===== config.mk =====
export PLATFORM = sky130hd
export DESIGN_NAME = weekly_relay_schedule_table
export DESIGN_NICKNAME = d
export VERILOG_FILES = /design/src/wrst_pkg.sv /design/src/wrst_ram.sv /design/src/weekly_relay_schedule_table.sv
export SDC_FILE = /design/constraint.sdc
export NUM_CORES = 1
export LEC_CHECK = 0
export ABC_AREA = 1
export BUFFER_PORTS_ARGS = -buffer_cell sky130_fd_sc_hd__buf_2
export CORE_ASPECT_RATIO = 0.6
export CORE_MARGIN = 5
export CORE_UTILIZATION = 55
export CTS_BUF_LIST = sky130_fd_sc_hd__clkbuf_16
export DETAILED_ROUTE_END_ITERATION = 16
export PLACE_DENSITY = 0.77
export SLEW_MARGIN = 20
export SYNTH_ARGS = -nofsm -noshare
export SYNTH_HDL_FRONTEND = slang
export SYNTH_HIERARCHICAL = 1
export SYNTH_SLANG_ARGS = --single-unit

===== constraint.sdc =====
create_clock -name i_clk -period 6.14 [get_ports i_clk]
set_clock_uncertainty 0.05 [all_clocks]
set_input_delay 0.307 -clock i_clk [delete_from_list [all_inputs] [get_ports i_clk]]
set_output_delay 0.307 -clock i_clk [all_outputs]
set_load 0.01 [all_outputs]

===== src/wrst_pkg.sv =====
// Package for the weekly relay schedule table.
// Holds table sizes, command and status codes, and the entry and request types.
// No dependencies.
`default_nettype none

package wrst_pkg;

    localparam int ENTRIES  = 16;
    localparam int CHANNELS = 6;
    localparam int ADDR_W   = (ENTRIES > 1) ? $clog2(ENTRIES) : 1;
    localparam int CNT_W    = $clog2(ENTRIES + 1);

    localparam logic [2:0] CMD_TICK   = 3'd0;
    localparam logic [2:0] CMD_ADD    = 3'd1;
    localparam logic [2:0] CMD_REMOVE = 3'd2;
    localparam logic [2:0] CMD_SET_EN = 3'd3;
    localparam logic [2:0] CMD_EDIT   = 3'd4;

    localparam logic [1:0] ST_OK          = 2'd0;
    localparam logic [1:0] ST_BAD_INDEX   = 2'd1;
    localparam logic [1:0] ST_BAD_CHANNEL = 2'd2;
    localparam logic [1:0] ST_FULL        = 2'd3;

    localparam logic [2:0] LAST_WEEKDAY = 3'd6;

    typedef struct packed {
        logic [2:0] ch;
        logic [4:0] hr;
        logic [5:0] mn;
        logic       on;
        logic       en;
        logic [6:0] days;
    } t_entry;

    typedef struct packed {
        logic [2:0] command;
        logic [3:0] index;
        logic [2:0] channel;
        logic [4:0] hour;
        logic [5:0] minute;
        logic [2:0] weekday;
        logic       turn_on;
        logic       enable;
        logic [6:0] day_mask;
    } t_req;

    function automatic logic channel_ok(input logic [2:0] ch);
        return (ch != 3'd0) && ({1'b0, ch} <= 4'(CHANNELS));
    endfunction

endpackage

`default_nettype wire


===== src/wrst_ram.sv =====
// Generic single-port-write, single-port-read RAM with registered read data.
// Standalone; read data holds while no read is enabled.
`default_nettype none

module wrst_ram #(
    parameter int WIDTH = 8,
    parameter int DEPTH = 16,
    localparam int AW = (DEPTH > 1) ? $clog2(DEPTH) : 1
) (
    input  wire logic             i_clk,
    input  wire logic             i_wr_en,
    input  wire logic [AW-1:0]    i_wr_addr,
    input  wire logic [WIDTH-1:0] i_wr_data,
    input  wire logic             i_rd_en,
    input  wire logic [AW-1:0]    i_rd_addr,
    output logic      [WIDTH-1:0] o_rd_data
);

    logic [WIDTH-1:0] r_mem [DEPTH];

    always_ff @(posedge i_clk) begin
        if (i_wr_en) begin
            r_mem[i_wr_addr] <= i_wr_data;
        end
        if (i_rd_en) begin
            o_rd_data <= r_mem[i_rd_addr];
        end
    end

endmodule

`default_nettype wire


===== src/weekly_relay_schedule_table.sv =====
// Add, unknown commands, skipped ticks and rejected commands go from accept straight to the
// final result state; set enabled and edit first pass the read-modify-write state; remove
// shifts each entry above the removed one down first; a checked tick walks every entry.
// One transaction at a time: the walk reads one stored entry per cycle from the single read
// port of the entry RAM, but waits while a second match needs a busy output register.
// Reset (synchronous, active low) empties the table; RAM contents are not cleared.
`default_nettype none

module weekly_relay_schedule_table
    import wrst_pkg::*;
(
    input  wire logic       i_clk,
    input  wire logic       i_rst_n,
    // input channel
    input  wire logic       i_in_valid,
    output logic            o_in_stall,
    input  wire logic [2:0] i_command,
    input  wire logic [3:0] i_index,
    input  wire logic [2:0] i_channel,
    input  wire logic [4:0] i_hour,
    input  wire logic [5:0] i_minute,
    input  wire logic [2:0] i_weekday,
    input  wire logic       i_turn_on,
    input  wire logic       i_enable,
    input  wire logic [6:0] i_day_mask,
    // result channel
    output logic            o_out_valid,
    input  wire logic       i_out_stall,
    output logic [1:0]      o_status,
    output logic            o_fire,
    output logic [2:0]      o_relay_channel,
    output logic            o_relay_on,
    output logic            o_last,
    output logic [4:0]      o_entry_count
);

    // Sequencer states: idle/accept, tick walk, remove shift, read-modify-write,
    // final result.
    typedef enum logic [4:0] {
        S_IDLE  = 5'b00001,
        S_CHK   = 5'b00010,
        S_SHIFT = 5'b00100,
        S_RMW   = 5'b01000,
        S_DONE  = 5'b10000
    } t_state;

    t_state             r_state, n_state;
    t_req               r_req;
    logic [CNT_W-1:0]   r_total, n_total;
    logic [CNT_W-1:0]   r_ptr, n_ptr;
    logic [1:0]         r_status, n_status;
    logic [5:0]         r_cm, n_cm;      // last checked minute
    logic               r_cm_v, n_cm_v;
    // One match is held back so the walk knows whether it is the final one.
    logic               r_hold_v, n_hold_v;
    logic [2:0]         r_hold_ch, n_hold_ch;
    logic               r_hold_on, n_hold_on;

    // output register
    logic               r_out_valid;
    logic [1:0]         r_out_status;
    logic               r_out_fire;
    logic [2:0]         r_out_ch;
    logic               r_out_on;
    logic               r_out_last;
    logic [4:0]         r_out_count;

    logic               accept;
    logic               out_free;
    logic               push;
    logic [1:0]         push_status;
    logic               push_fire;
    logic [2:0]         push_ch;
    logic               push_on;
    logic               push_last;

    // entry RAM port
    logic               rd_en;
    logic [ADDR_W-1:0]  rd_addr;
    logic               wr_en;
    logic [ADDR_W-1:0]  wr_addr;
    t_entry             wr_data;
    t_entry             rd_data;
    logic [$bits(t_entry)-1:0] rd_bits;

    logic [CNT_W-1:0]   idx_cnt;
    logic [CNT_W-1:0]   nxt;
    logic [6:0]         day_bits;
    logic               match;
    t_entry             mod_entry;

    wrst_ram #(
        .WIDTH ($bits(t_entry)),
        .DEPTH (ENTRIES)
    ) u_entry_ram (
        .i_clk     (i_clk),
        .i_wr_en   (wr_en),
        .i_wr_addr (wr_addr),
        .i_wr_data (wr_data),
        .i_rd_en   (rd_en),
        .i_rd_addr (rd_addr),
        .o_rd_data (rd_bits)
    );

    assign rd_data  = t_entry'(rd_bits);
    assign o_in_stall = (r_state != S_IDLE);
    assign accept   = i_in_valid && (r_state == S_IDLE);
    assign out_free = !r_out_valid || !i_out_stall;
    assign idx_cnt  = CNT_W'(i_index);

    // Match test on the entry held in the RAM read register; weekday seven hits no day.
    assign day_bits = rd_data.days >> r_req.weekday;
    assign match    = rd_data.en && (r_req.weekday <= LAST_WEEKDAY) && day_bits[0]
                      && (rd_data.hr == r_req.hour) && (rd_data.mn == r_req.minute);

    always_comb begin
        n_state     = r_state;
        n_total     = r_total;
        n_ptr       = r_ptr;
        n_status    = r_status;
        n_cm        = r_cm;
        n_cm_v      = r_cm_v;
        n_hold_v    = r_hold_v;
        n_hold_ch   = r_hold_ch;
        n_hold_on   = r_hold_on;
        rd_en       = 1'b0;
        rd_addr     = '0;
        wr_en       = 1'b0;
        wr_addr     = '0;
        wr_data     = '0;
        push        = 1'b0;
        push_status = ST_OK;
        push_fire   = 1'b0;
        push_ch     = '0;
        push_on     = 1'b0;
        push_last   = 1'b0;
        nxt         = '0;
        mod_entry   = rd_data;

        unique case (r_state)
            S_IDLE: begin
                if (accept) begin
                    n_status = ST_OK;
                    n_hold_v = 1'b0;
                    n_state  = S_DONE;
                    unique case (i_command)
                        CMD_TICK: begin
                            if (!(r_cm_v && (i_minute == r_cm))) begin
                                n_cm   = i_minute;
                                n_cm_v = 1'b1;
                                if (r_total != '0) begin
                                    rd_en   = 1'b1;
                                    rd_addr = '0;
                                    n_ptr   = '0;
                                    n_state = S_CHK;
                                end
                            end
                        end
                        CMD_ADD: begin
                            if (!channel_ok(i_channel)) begin
                                n_status = ST_BAD_CHANNEL;
                            end else if (r_total >= CNT_W'(ENTRIES)) begin
                                n_status = ST_FULL;
                            end else begin
                                wr_en        = 1'b1;
                                wr_addr      = r_total[ADDR_W-1:0];
                                wr_data.ch   = i_channel;
                                wr_data.hr   = i_hour;
                                wr_data.mn   = i_minute;
                                wr_data.on   = i_turn_on;
                                wr_data.en   = 1'b1;
                                wr_data.days = i_day_mask;
                                n_total      = r_total + CNT_W'(1);
                            end
                        end
                        CMD_REMOVE: begin
                            if (idx_cnt >= r_total) begin
                                n_status = ST_BAD_INDEX;
                            end else if (idx_cnt + CNT_W'(1) < r_total) begin
                                nxt     = idx_cnt + CNT_W'(1);
                                rd_en   = 1'b1;
                                rd_addr = nxt[ADDR_W-1:0];
                                n_ptr   = idx_cnt;
                                n_state = S_SHIFT;
                            end else begin
                                n_total = r_total - CNT_W'(1);
                            end
                        end
                        CMD_SET_EN: begin
                            if (idx_cnt >= r_total) begin
                                n_status = ST_BAD_INDEX;
                            end else begin
                                rd_en   = 1'b1;
                                rd_addr = idx_cnt[ADDR_W-1:0];
                                n_state = S_RMW;
                            end
                        end
                        CMD_EDIT: begin
                            if (idx_cnt >= r_total) begin
                                n_status = ST_BAD_INDEX;
                            end else if (!channel_ok(i_channel)) begin
                                n_status = ST_BAD_CHANNEL;
                            end else begin
                                rd_en   = 1'b1;
                                rd_addr = idx_cnt[ADDR_W-1:0];
                                n_state = S_RMW;
                            end
                        end
                        default: begin
                            // unknown command: no change, status ok
                        end
                    endcase
                end
            end
            S_CHK: begin
                // A second match must flush the held one; wait if output is busy.
                // The RAM read data holds meanwhile.
                if (!(match && r_hold_v && !out_free)) begin
                    if (match) begin
                        if (r_hold_v) begin
                            push      = 1'b1;
                            push_fire = 1'b1;
                            push_ch   = r_hold_ch;
                            push_on   = r_hold_on;
                        end
                        n_hold_v  = 1'b1;
                        n_hold_ch = rd_data.ch;
                        n_hold_on = rd_data.on;
                    end
                    nxt = r_ptr + CNT_W'(1);
                    if (nxt < r_total) begin
                        rd_en   = 1'b1;
                        rd_addr = nxt[ADDR_W-1:0];
                        n_ptr   = nxt;
                    end else begin
                        n_state = S_DONE;
                    end
                end
            end
            S_SHIFT: begin
                // rd_data is entry ptr+1; move it down to ptr
                wr_en   = 1'b1;
                wr_addr = r_ptr[ADDR_W-1:0];
                wr_data = rd_data;
                nxt     = r_ptr + CNT_W'(1);
                if (nxt + CNT_W'(1) < r_total) begin
                    rd_en   = 1'b1;
                    rd_addr = ADDR_W'(nxt + CNT_W'(1));
                    n_ptr   = nxt;
                end else begin
                    n_total = r_total - CNT_W'(1);
                    n_state = S_DONE;
                end
            end
            S_RMW: begin
                if (r_req.command == CMD_SET_EN) begin
                    mod_entry.en = r_req.enable;
                end else begin
                    mod_entry.ch   = r_req.channel;
                    mod_entry.hr   = r_req.hour;
                    mod_entry.mn   = r_req.minute;
                    mod_entry.on   = r_req.turn_on;
                    mod_entry.days = r_req.day_mask;
                end
                wr_en   = 1'b1;
                wr_addr = ADDR_W'(r_req.index);
                wr_data = mod_entry;
                n_state = S_DONE;
            end
            S_DONE: begin
                if (out_free) begin
                    push      = 1'b1;
                    push_last = 1'b1;
                    if (r_hold_v) begin
                        push_fire = 1'b1;
                        push_ch   = r_hold_ch;
                        push_on   = r_hold_on;
                    end else begin
                        push_status = r_status;
                    end
                    n_hold_v = 1'b0;
                    n_state  = S_IDLE;
                end
            end
            default: begin
                n_state = S_IDLE;
            end
        endcase
    end

    // control state
    always_ff @(posedge i_clk) begin
        if (!i_rst_n) begin
            r_state     <= S_IDLE;
            r_total     <= '0;
            r_cm        <= '0;
            r_cm_v      <= 1'b0;
            r_hold_v    <= 1'b0;
            r_out_valid <= 1'b0;
        end else begin
            r_state  <= n_state;
            r_total  <= n_total;
            r_cm     <= n_cm;
            r_cm_v   <= n_cm_v;
            r_hold_v <= n_hold_v;
            if (push) begin
                r_out_valid <= 1'b1;
            end else if (!i_out_stall) begin
                r_out_valid <= 1'b0;
            end
        end
    end

    // payload
    always_ff @(posedge i_clk) begin
        r_ptr     <= n_ptr;
        r_status  <= n_status;
        r_hold_ch <= n_hold_ch;
        r_hold_on <= n_hold_on;
        if (accept) begin
            r_req.command  <= i_command;
            r_req.index    <= i_index;
            r_req.channel  <= i_channel;
            r_req.hour     <= i_hour;
            r_req.minute   <= i_minute;
            r_req.weekday  <= i_weekday;
            r_req.turn_on  <= i_turn_on;
            r_req.enable   <= i_enable;
            r_req.day_mask <= i_day_mask;
        end
        if (push) begin
            r_out_status <= push_status;
            r_out_fire   <= push_fire;
            r_out_ch     <= push_ch;
            r_out_on     <= push_on;
            r_out_last   <= push_last;
            r_out_count  <= 5'(r_total);
        end
    end

    assign o_out_valid     = r_out_valid;
    assign o_status        = r_out_status;
    assign o_fire          = r_out_fire;
    assign o_relay_channel = r_out_ch;
    assign o_relay_on      = r_out_on;
    assign o_last          = r_out_last;
    assign o_entry_count   = r_out_count;

    // table never grows past its size
    a_total_bound: assert property (@(posedge i_clk) disable iff (!i_rst_n)
        r_total <= CNT_W'(ENTRIES))
        else $error("entry total exceeds table size");

    // entry total moves by at most one per transaction
    a_total_step: assert property (@(posedge i_clk) disable iff (!i_rst_n)
        !$stable(r_total) |-> (r_total == $past(r_total) + CNT_W'(1))
                           || (r_total + CNT_W'(1) == $past(r_total)))
        else $error("entry total jumped");

    // a held match only exists during a tick walk or its final result
    a_hold_scope: assert property (@(posedge i_clk) disable iff (!i_rst_n)
        r_hold_v |-> (r_state == S_CHK) || (r_state == S_DONE))
        else $error("held match outside tick walk");

    // relay commands always carry ok status
    a_fire_ok: assert property (@(posedge i_clk) disable iff (!i_rst_n)
        (o_out_valid && o_fire) |-> (o_status == ST_OK))
        else $error("relay command with error status");

    // a result is never written over one still waiting
    a_no_overwrite: assert property (@(posedge i_clk) disable iff (!i_rst_n)
        push |-> out_free)
        else $error("output register overwritten");

endmodule

`default_nettype wire


# ---- Word level (Yosys, flattened, before mapping)
# Memories as Yosys holds them, arrays and structs flattened. A register that Yosys moved wholly into a read port is not among the register bits.
# Cells that the tools add are included.
dict set report classes {
  magnitude_cmp 7
  addsub 5
  n_eq_ne 32
  n_reduce_logical 29
  n_bitwise 4
  n_mux 106
  n_shift 1
}
# op count
set op_table {}
lappend op_table {{2-to-1 mux 5 bit} 26}
lappend op_table {{2-to-1 mux 23 bit} 4}
lappend op_table {{one-hot mux 23 bit (3 select lines)} 1}
lappend op_table {{2-to-1 mux 4 bit} 13}
lappend op_table {{one-hot mux 4 bit (3 select lines)} 3}
lappend op_table {{2-to-1 mux 1 bit} 34}
lappend op_table {{one-hot mux 5 bit (2 select lines)} 3}
lappend op_table {{one-hot mux 5 bit (5 select lines)} 1}
lappend op_table {{inequality test 3 bit (second input constant)} 7}
lappend op_table {{one-hot mux 5 bit (4 select lines)} 1}
lappend op_table {{inequality test 2 bit (second input constant)} 8}
lappend op_table {{adder 5 x 1 -> 5 bit (second input constant)} 3}
lappend op_table {{< comparator 5 bit} 3}
lappend op_table {{2-to-1 mux 15 bit} 1}
lappend op_table {{one-hot mux 5 bit (3 select lines)} 1}
lappend op_table {{== test 6 bit} 2}
lappend op_table {{2-to-1 mux 3 bit} 4}
lappend op_table {{AND reduction 10 bit} 1}
lappend op_table {{AND reduction 5 bit} 2}
lappend op_table {{== test 3 x 2 -> 1 bit (second input constant)} 3}
lappend op_table {{logical AND 1 bit} 9}
lappend op_table {{nonzero test 3 bit} 3}
lappend op_table {{2-to-1 mux 2 bit} 4}
lappend op_table {{one-hot mux 1 bit (2 select lines)} 4}
lappend op_table {{34 further kinds} 43}
dict set report totals {
  wordCells 210
  ramBits 368
  memories 1
  ff_bits 76
  input_bits 37
}
# name words width read_ports rd_ports_with_merged_regs wr line_no
set mem_list {}
lappend mem_list {u_entry_ram.r_mem 16 23 1 1 1 wrst_ram.sv:19} ;# logic [WIDTH-1:0] r_mem [DEPTH];

# ---- Logic depth before layout (Yosys ltp)
# Gate-level depths: netlist of the first run.
dict set report logic_depth {
  word_depth 10
  mapped_depth 24
  ltp_nobuf 21
}

# ---- Hierarchy
# The synthesis of the first run kept the hierarchy.
# module n_inst area_per_inst_um2 cells_each
set modules_own_cells {}
lappend modules_own_cells {wrst_ram 1 16587.2 1531}
lappend modules_own_cells {weekly_relay_schedule_table 1 4803.4 599}

# ---- Least setup slack after synthesis of the first run
# Ideal clock, no wire load.
dict set report synth_path {
  path_kind {reg-to-reg}
  start {register r_state[3]}
  end {memory u_entry_ram/r_mem[12][0] (netlist bit), enable pin}
  path_stages_with_launch 10
  setup_ns 0.403
  synth_period_minus_slack_ns 3.536
  setup_slack_ns 2.604
  arrival_time_ns 3.083
  path_cell_list {dfxtp_1 > inv_2 > nand2_2 > inv_2 > nand4_4 > nor2_4 > nand3_2 > o221ai_1 > nand3_1 > nor2_1}
}
# item line_no
set synth_rtl {}
lappend synth_rtl {{start, declared} weekly_relay_schedule_table.sv:47} ;# t_state r_state, n_state;
lappend synth_rtl {{start signal, assigned} weekly_relay_schedule_table.sv:301} ;# r_state <= n_state;
lappend synth_rtl {{== test 5 x 1 -> 1 bit} weekly_relay_schedule_table.sv:107} ;# assign accept = i_in_valid && (r_state == S_IDLE);
lappend synth_rtl {{logical AND 1 bit} weekly_relay_schedule_table.sv:107}
lappend synth_rtl {{net accept} weekly_relay_schedule_table.sv:68} ;# logic accept;
lappend synth_rtl {{2-to-1 mux 4 bit} weekly_relay_schedule_table.sv:142} ;# if (accept) begin
lappend synth_rtl {{one-hot mux 4 bit (3 select lines)} weekly_relay_schedule_table.sv:140} ;# unique case (r_state)
lappend synth_rtl {{net wr_addr[3]} weekly_relay_schedule_table.sv:81} ;# logic [ADDR_W-1:0] wr_addr;
lappend synth_rtl {{end, declared} wrst_ram.sv:19}
# The timed path passes the listed nets, and every way through them passes these cells.

# ---- Worst setup path in the final report of the first run
dict set report layout_path {
  start {register r_ptr[0]}
  end {register u_entry_ram.o_rd_data[19], read port of u_entry_ram.r_mem (data pin)}
}
dict set report layout_between {
  elab_chain_cells 5
}
# item line_no
set layout_rtl {}
lappend layout_rtl {{start, declared} weekly_relay_schedule_table.sv:50} ;# logic [CNT_W-1:0] r_ptr, n_ptr;
lappend layout_rtl {{start signal, assigned} weekly_relay_schedule_table.sv:316} ;# r_ptr <= n_ptr;
lappend layout_rtl {{adder 5 x 1 -> 5 bit *} {weekly_relay_schedule_table.sv:230, weekly_relay_schedule_table.sv:245}}
lappend layout_rtl {{adder 5 x 1 -> 5 bit / < comparator 5 bit (equally long branches)} {weekly_relay_schedule_table.sv:248, weekly_relay_schedule_table.sv:231}}
lappend layout_rtl {{< comparator 5 bit / 2-to-1 mux 4 bit (equally long branches)} {weekly_relay_schedule_table.sv:246, weekly_relay_schedule_table.sv:231}}
lappend layout_rtl {{2-to-1 mux 4 bit, on equally long branches} {weekly_relay_schedule_table.sv:246, weekly_relay_schedule_table.sv:218}}
lappend layout_rtl {{one-hot mux 4 bit (3 select lines) *} weekly_relay_schedule_table.sv:140}
lappend layout_rtl {{net rd_addr[1]} weekly_relay_schedule_table.sv:79} ;# logic [ADDR_W-1:0] rd_addr;
lappend layout_rtl {{end, declared} wrst_ram.sv:16} ;# output logic [WIDTH-1:0] o_rd_data
# Mark *: on every way through the listed nets, which the timed path passes. The rest lies on a longest branch.
# A chain may end at the register's enable or synchronous reset.

==> results of run 1 <==
-- worst register-to-register path: stages, from the launching register on --
cell,delay (ns)
edfxtp_1,0.54
ha_1,0.29
xor2_1,0.42
nand3_1,0.17
xnor2_1,0.28
ha_1,0.29
nand2_1,0.08
nor2_1,0.04
o21ai_1,0.07
o211ai_1,0.15
nor2_1,0.39
nand3_1,0.20
nand3_4,0.53
inv_2,0.54
buf_12,0.37
nand3_1,0.17
nand3_1,0.12
nand3_1,0.14
nand2_1,0.07
-- layer usage --
layer,vias up,track usage [%]
met5,-,0
met4,4,8.41
met3,134,7.20
met2,888,37.5
met1,7257,36.1
li1,7112,-
-- synth_stat cells (15+ instances only) --
cell	count
a21oi_1	17
nand2_1	619
ha_1	24
o21ai_0	23
inv_2	19
dfxtp_1	19
nand3_1	333
inv_1	368
buf_6	19
edfxtp_1	448
o221ai_1	15
nor2_1	81
buf_2	45
-- final timing paths --
check / start / end / slack (ns)
setup / recovery: r_ptr[0] / u_entry_ram/o_rd_data[19] / 0.98
hold / removal: i_day_mask[0] / r_req[0] / 0.005
setup reg to reg: r_ptr[0] / u_entry_ram/o_rd_data[19] / 0.98
hold reg to reg: r_cm[1] / r_cm[1] / 0.42
-- power groups by stage --
stage	combinational, mW	clock, mW	sequential (mW)
floorplan	0.892	0	3.81
global placement	1.20	0	3.84
detailed placement	1.24	0	3.85
CTS	1.26	2.54	3.78
global route	1.44	2.68	3.79
finish	1.32	2.52	3.78
-- flip-flops by register name, summed over array words and instances (netlist names), 2 cells and up --
register               cells
r_status                   2
r_hold_ch                  3
o_entry_count              5
r_state                    5
r_req                     33
o_status                   2
r_ptr                      5
r_total                    5
u_entry_ram/r_mem        368
o_relay_channel            3
u_entry_ram/o_rd_data     23
r_cm                       6
-- logic make-up (layout without fill, tap and decap cells) --
logic type | count (synthesis) | count (layout) | synth area share, %
adders and majority gates | 24 | 24 | 1.40
muxes | 1 | 1 | 0.0468
AOI/OAI and AO/OA | 85 | 85 | 2.52
xor gates and xnor gates | 13 | 13 | 0.532
and+or+nand+nor | 1068 | 1068 | 21.5
DFF | 467 | 467 | 64.7
buffers and inverters | 472 | 570 | 9.32
-- cell type report --
class                           count  area (µm²)  share of cell area (%)
Clock buffer                       41        1030                    4.30
Clock inverter                     33         258                    1.08
Timing Repair Buffer              108         811                    3.40
Inverter                          388        1460                    6.12
Multi-Input combinational cell   1191        5810                    24.4
Tap cell                          522         653                    2.74
Sequential cell                   467       13800                    58.0
-- metrics by stage --
step	cell area, µm²	utilization [%]	setup slack (ns)	hold slack [ns]
finish	23800	61.5	0.978	0.00498
global route	23800	61.5	0.718	0.0208
CTS	23700	61.2	1.13	0.00226
detailed placement	22100	57.1	1.19	0.408
global placement	22100	57.0	1.38	0.402
floorplan	21400	-	2.60	0.356
-- what timing repair did --
action                     4_1_cts  5_1_grt
hold buffers                    30        0
hold endpoints to repair        30        0
setup endpoints to repair        0        0
resized for setup                0        0
==> flow_summary.yaml, run 1 <==
run_status:
  status: "completed"
setup_path:
  setup.worst_path.start_class: "register"
  worst-path-buf-inv: 2
  cp_top_family: "simple AND/OR/NAND/NOR gates"
  critPathArrivalTime_ns: 5.41
  crit_chain: "ha_1 > xor2_1 > nand3_1 > xnor2_1 > ha_1 > nand2_1 > nor2_1 > o21ai_1 > o211ai_1 > nor2_1 > nand3_1 > nand3_4 > inv_2 > buf_12 > nand3_1 > nand3_1 > nand3_1 > nand2_1"
  ff2ff_path_depth: 18
  crit_type: "reg -> reg"
  cp_common_cell: "nand3_1"
  cpPeakStageDelay_ns: 0.54
  critPathRequiredTime_ns: 6.39
  crit_fanout: 55
  endpoint_kind: "register"
  cpMaxStageDelayCell: "edfxtp_1"
  worstSetupPathDepth: 18
pwr:
  netSwitchingFraction_pct: 28.4
  p_total_mw: 7.62
  power.internal_mw: 5.45
  p_per_area_nw_per_um2: 319
  combPwrFrac_pct: 17.3
  p_clk_share_pct: 33.1
  seq_power_share_pct: 49.6
  ir_drop_uv: 211
  p_sw_mw: 2.17
  p_leak_nw: 10.1
logic_synthesis:
  ys.flop_type: "edfxtp_1"
  synth_area_leaders: "edfxtp_1 63%, nand2_1 11%, nand3_1 7.8%, inv_1 6.5%, dfxtp_1 1.8%"
  synth_cells: 2130
  synth_edf_count: 448
  netlist_area_um2: 21400
  yosysTopAreaCell: "edfxtp_1"
  synthArstFlopShare_pct: 0
  ys_ff_latch: 467
  yosysWarnings: 6
  synth_cell_type_count: 46
  synthesis.nets: 2191
  synth.avg_cell_area_um2: 10.0
  yosysSeqAreaShare_pct: 64.7
  yosys.area.top_type_share_pct: 62.9
sta:
  finalCritPeriodShare_pct: 84.1
  hold_viol: 0
  rsz0062_at_grt: "no"
  max_freq_ghz: 0.194
  slew_headroom_pct: 18.9
  worstMarginPinSlew_ns: 1.21
  finalSetupTns_ns: 0
  slew_violations: 0
  setup_viol: 0
  finalCriticalPeriod_ns: 5.16
cts:
  clk_pin_slew_ns: 0.07
  post-cts-setup-buffers: 0
  h-tree-depth: 2
  cts_buffer_depth: 3
  cts_made_buffers: 40
  cts_tree: "built"
  clk_latency_ns: 0.55
  cts-root-buf: "clkbuf_16"
  cts_sinks: 467
worst_hold_path:
  hp-class: "in -> reg"
  hold_depth: 1
finish:
  fin_cells: 2750
  fin_nets: 2257
  final_common_cell: "nand2_1"
  areaGrowthSynthToFinish_pct: 11.5
  n_antenna_cell: 0
  drive_gt1_share_pct: 9.20
  fillers: 2983
  final_cell_mix: "619 x nand2_1, 448 x edfxtp_1, 373 x inv_1, 330 x nand3_1, 65 x nor2_1"
floorplanning:
  chipHeight_um: 163
  die_width_um: 265
  dieArea_um2: 43100
  start_util_pct: 55.2
  num_rows: 56
  core_um2: 38700
  ios: 52
detailed_routing:
  wl_per_cell_um: 20.3
  routed_wl_um: 55800
  drt_iter0_markers: 2258
  wl_met3_um: 7100
  via_per_inst: 5.60
  drcViolationCount: 0
  antenna_left: 0
  wl_met1_um: 22800
  vias: 15400
  wl_met2_um: 24000
  drt_pass1_iterations: 6
  highest_layer: "met5"
placed_design:
  dp.final_hpwl_um: 32800
  dp.cells: 2638
  portBuffers: 51
  place_congestion: 0.973
global_route:
  track_usage_pct: 25.2
  grt_antenna_before_repair: 2
  grt_max_degree: 185
  grt_pass1_wl_um: 83400
  overflow: 0
  grt_pass1_vias: 14600
run:
  maxCapViolations: 0
Power figures use the tool's default switching activity.
==> run 2, diff against run 1 <==
--- a/config.mk
+++ b/config.mk
@@ -5,14 +5,14 @@
 export SDC_FILE = /design/constraint.sdc
 export NUM_CORES = 1
 export LEC_CHECK = 0
-export ABC_AREA = 1
+export ABC_AREA = 0
 export BUFFER_PORTS_ARGS = -buffer_cell sky130_fd_sc_hd__buf_2
 export CORE_ASPECT_RATIO = 0.6
 export CORE_MARGIN = 5
 export CORE_UTILIZATION = 55
 export CTS_BUF_LIST = sky130_fd_sc_hd__clkbuf_16
 export DETAILED_ROUTE_END_ITERATION = 16
-export PLACE_DENSITY = 0.77
+export PLACE_DENSITY = 0.78
 export SLEW_MARGIN = 20
 export SYNTH_ARGS = -nofsm -noshare
 export SYNTH_HDL_FRONTEND = slang
==> constraint.sdc (replaced) <==
create_clock -name i_clk -period 5.4 [get_ports i_clk]
set_clock_uncertainty 0.05 [all_clocks]
set_input_delay 0.27 -clock i_clk [delete_from_list [all_inputs] [get_ports i_clk]]
set_output_delay 0.27 -clock i_clk [all_outputs]
set_load 0.01 [all_outputs]
==> run 2 against run 1 <==
Fmax grew 13%. Sequential power grew 7.4%. Combinational power shrank 71%. Non-clock buffer count grew 11. Total power shrank 5.6%. Sequential cell count is the same. Setup slack lost 0.16 ns. Via count shrank 30%. Critical path type unchanged. Critical endpoint is now u_entry_ram/o_rd_data[10].
==> flow_summary.yaml, run 2 <==
logic_synthesis:
  ys_ff_latch: 467
  synth_cells: 1063
  yosys.area.top_type_share_pct: 70.8
  netlist_area_um2: 19000
  yosysMostFrequentCell: "edfxtp_1"
  yosysSeqAreaShare_pct: 72.8
  synth_edf_count: 448
  yosysTopAreaCell: "edfxtp_1"
  synth_cell_type_count: 59
  ys.flop_type: "edfxtp_1"
  synth_area_leaders: "edfxtp_1 71%, mux4_2 11%, a22oi_1 2.9%, nand2_1 2.0%, dfxtp_1 2.0%"
  yosysWarnings: 6
  ys_top_cells_by_count: "448 x edfxtp_1, 103 x nand2_1, 93 x mux4_2"
  synthArstFlopShare_pct: 0
  synth.avg_cell_area_um2: 17.9
  synthesis.nets: 1124
pwr:
  combPwrFrac_pct: 5.4
  ir_drop_uv: 354
  power.internal_mw: 5.63
  netSwitchingFraction_pct: 21.7
  p_leak_nw: 7.77
  p_per_area_nw_per_um2: 333
  p_total_mw: 7.19
  seq_power_share_pct: 56.4
  p_clk_share_pct: 38.2
  p_sw_mw: 1.56
finish:
  top_regs: "u_entry_ram/r_mem x368, r_req x33, u_entry_ram/o_rd_data x23"
  final_cell_mix: "448 x edfxtp_1, 103 x nand2_1, 93 x mux4_2, 73 x a22oi_1, 51 x buf_2"
  multi_input_area_um2: 4980
  final_common_cell: "edfxtp_1"
  post-route-util_pct: 63.7
  fillers: 2280
  regArea_um2: 13800
  stdcell_area_um2: 21600
  drive_gt1_share_pct: 22.3
  fin_nets: 1240
  areaGrowthSynthToFinish_pct: 13.5
  largest_register: "u_entry_ram/r_mem"
  largest_register_ffs: 368
sta:
  worstMarginPinSlew_ns: 1.08
  finalSetupTns_ns: 0
  finalCritPeriodShare_pct: 84.8
  max_freq_ghz: 0.218
  finalCriticalPeriod_ns: 4.58
  slew_headroom_pct: 27.6
  hold_viol: 0
  setup_viol: 0
  slew_violations: 0
  rsz0062_at_grt: "no"
detailed_routing:
  via_per_inst: 6.45
  wl_met1_um: 19300
  wl_met3_um: 6150
  drt_pass1_iterations: 7
  antenna_left: 0
  wl_per_cell_um: 28.0
  highest_layer: "met4"
  routed_wl_um: 46700
  wl_met2_um: 20600
  drt_iter0_markers: 1472
  vias: 10800
  drcViolationCount: 0
floorplanning:
  ios: 52
  die_width_um: 250
  num_rows: 52
  core_um2: 33900
  dieArea_um2: 38500
  start_util_pct: 56.1
  chipHeight_um: 154
setup_path:
  setup.worst_path.start_class: "register"
  crit_type: "reg -> reg"
  cpPeakStageDelay_ns: 0.62
  rr_startpoint: "r_ptr[0]"
  crit_start: "r_ptr[0]"
  crit_fanout: 29
  critPathRequiredTime_ns: 5.64
  critPathArrivalTime_ns: 4.81
  cpMaxStageDelayCell: "edfxtp_1"
  endpoint_kind: "register"
  crit_chain: "inv_1 > ha_1 > inv_1 > ha_1 > a21o_1 > a21oi_1 > o21a_1 > nand3_1 > o21ai_0 > a21o_4 > buf_4 > mux4_2 > a22oi_1 > nand2_1"
global_route:
  grt_pass1_vias: 10500
  grt_pass1_wl_um: 68900
  grt_max_degree: 37
  grt_antenna_before_repair: 1
  track_usage_pct: 24.0
  overflow: 0
worst_hold_path:
  min_from: "i_command[0]"
  hp-class: "in -> reg"
cts:
  clk_pin_slew_ns: 0.08
  cts_made_buffers: 40
  h-tree-depth: 2
  cts_buffer_depth: 3
  cts-root-buf: "clkbuf_16"
  cts_tree: "built"
  cts_sinks: 467
  clk_latency_ns: 0.55
placed_design:
  placed_area_um2: 20000
  portBuffers: 51
  dp.final_hpwl_um: 28100
  place_congestion: 0.957
run:
  maxCapViolations: 0
run_status:
  status: "completed"
[run 2: cell count changes after synthesis, moves of 15 or more]
| cell | previous run | this run |
|---|---|---|
| buf_2 | 45 | 7 |
| nand2_1 | 619 | 103 |
| inv_2 | 19 | 0 |
| a22oi_1 | 1 | 73 |
| xnor2_1 | 1 | 16 |
| nor2_1 | 81 | 45 |
| nand3_1 | 333 | 14 |
| buf_6 | 19 | 4 |
| inv_1 | 368 | 20 |
| mux4_2 | 0 | 93 |
[run 2: stage by stage]
step | hold WS (ns) | cells | worst slack (ns)
detailed placement | 0.398 | 1565 | 0.886
CTS | 0.000839 | 1670 | 0.875
global route | 0.0188 | 1670 | 0.508
global placement | 0.397 | 1565 | 0.932
floorplan | 0.319 | 1063 | 1.27
finish | 0.0370 | 1671 | 0.822
[run 2: worst paths after layout]
check                                            endpoint  slack [ns]  depth (start not counted)
worst max register to register  u_entry_ram/o_rd_data[10]        0.82                         14
worst min register to register               r_hold_ch[1]        0.43                          0
worst max-delay path            u_entry_ram/o_rd_data[10]        0.82                         14
worst min-delay path                            r_req[30]        0.04                          1
[run 2: repair_timing]
action	4_1_cts	5_1_grt
setup buffers	0	0
endpoints found under the hold margin	32	0
hold buffers	31	0
gates resized for setup	0	0
[run 2: cell families (layout without fill, tap and decap cells)]
| family | after synthesis | in the layout | share of synthesized area [%] |
|---|---|---|---|
| fa+ha+maj | 24 | 24 | 1.58 |
| buf+inv | 65 | 213 | 1.63 |
| other cells | 0 | 1 | 0 |
| xor+xnor | 28 | 28 | 1.29 |
| flops | 467 | 467 | 72.8 |
| mux | 103 | 103 | 11.5 |
| compound gates | 137 | 137 | 5.20 |
| simple gates | 239 | 239 | 5.96 |
[run 2: cell type report]
| class | instances | share of cell area [%] |
|---|---|---|
| inverters | 20 | 0.348 |
| well taps | 459 | 2.66 |
| repair buffers | 119 | 4.08 |
| multi-input cells | 531 | 23.1 |
| clock buffers | 41 | 4.75 |
| flip-flops and latches | 467 | 64.1 |
| clock inverters | 33 | 0.939 |
| diodes | 1 | 0.0116 |
[run 2: critical path: cells and delay by family (launching register included)]
kind / cells / cell delay (ns)
multiplexers: 1 / 0.33
adder cells (fa/ha/maj): 2 / 0.68
buffers and inverters: 3 / 0.50
AND/OR/NAND/NOR: 2 / 0.38
flip-flops: 1 / 0.62
AO/OA/AOI/OAI: 6 / 1.73
[run 2: per-layer routing]
layer  GRT usage (%)  vias up
li1                -     4508
met4            4.23        0
met2            35.4      775
met5               0        -
met1            38.0     5430
met3            5.34       67
[run 2: power groups by stage]
stage / clock [mW] / sequential, mW / combinational, mW
6_report: 2.75 / 4.06 / 0.389
5_1_grt: 2.95 / 4.06 / 0.414
4_1_cts: 2.79 / 4.06 / 0.378
3_5_place_dp: 0 / 4.13 / 0.356
3_3_place_gp: 0 / 4.13 / 0.350
2_1_floorplan: 0 / 4.13 / 0.222
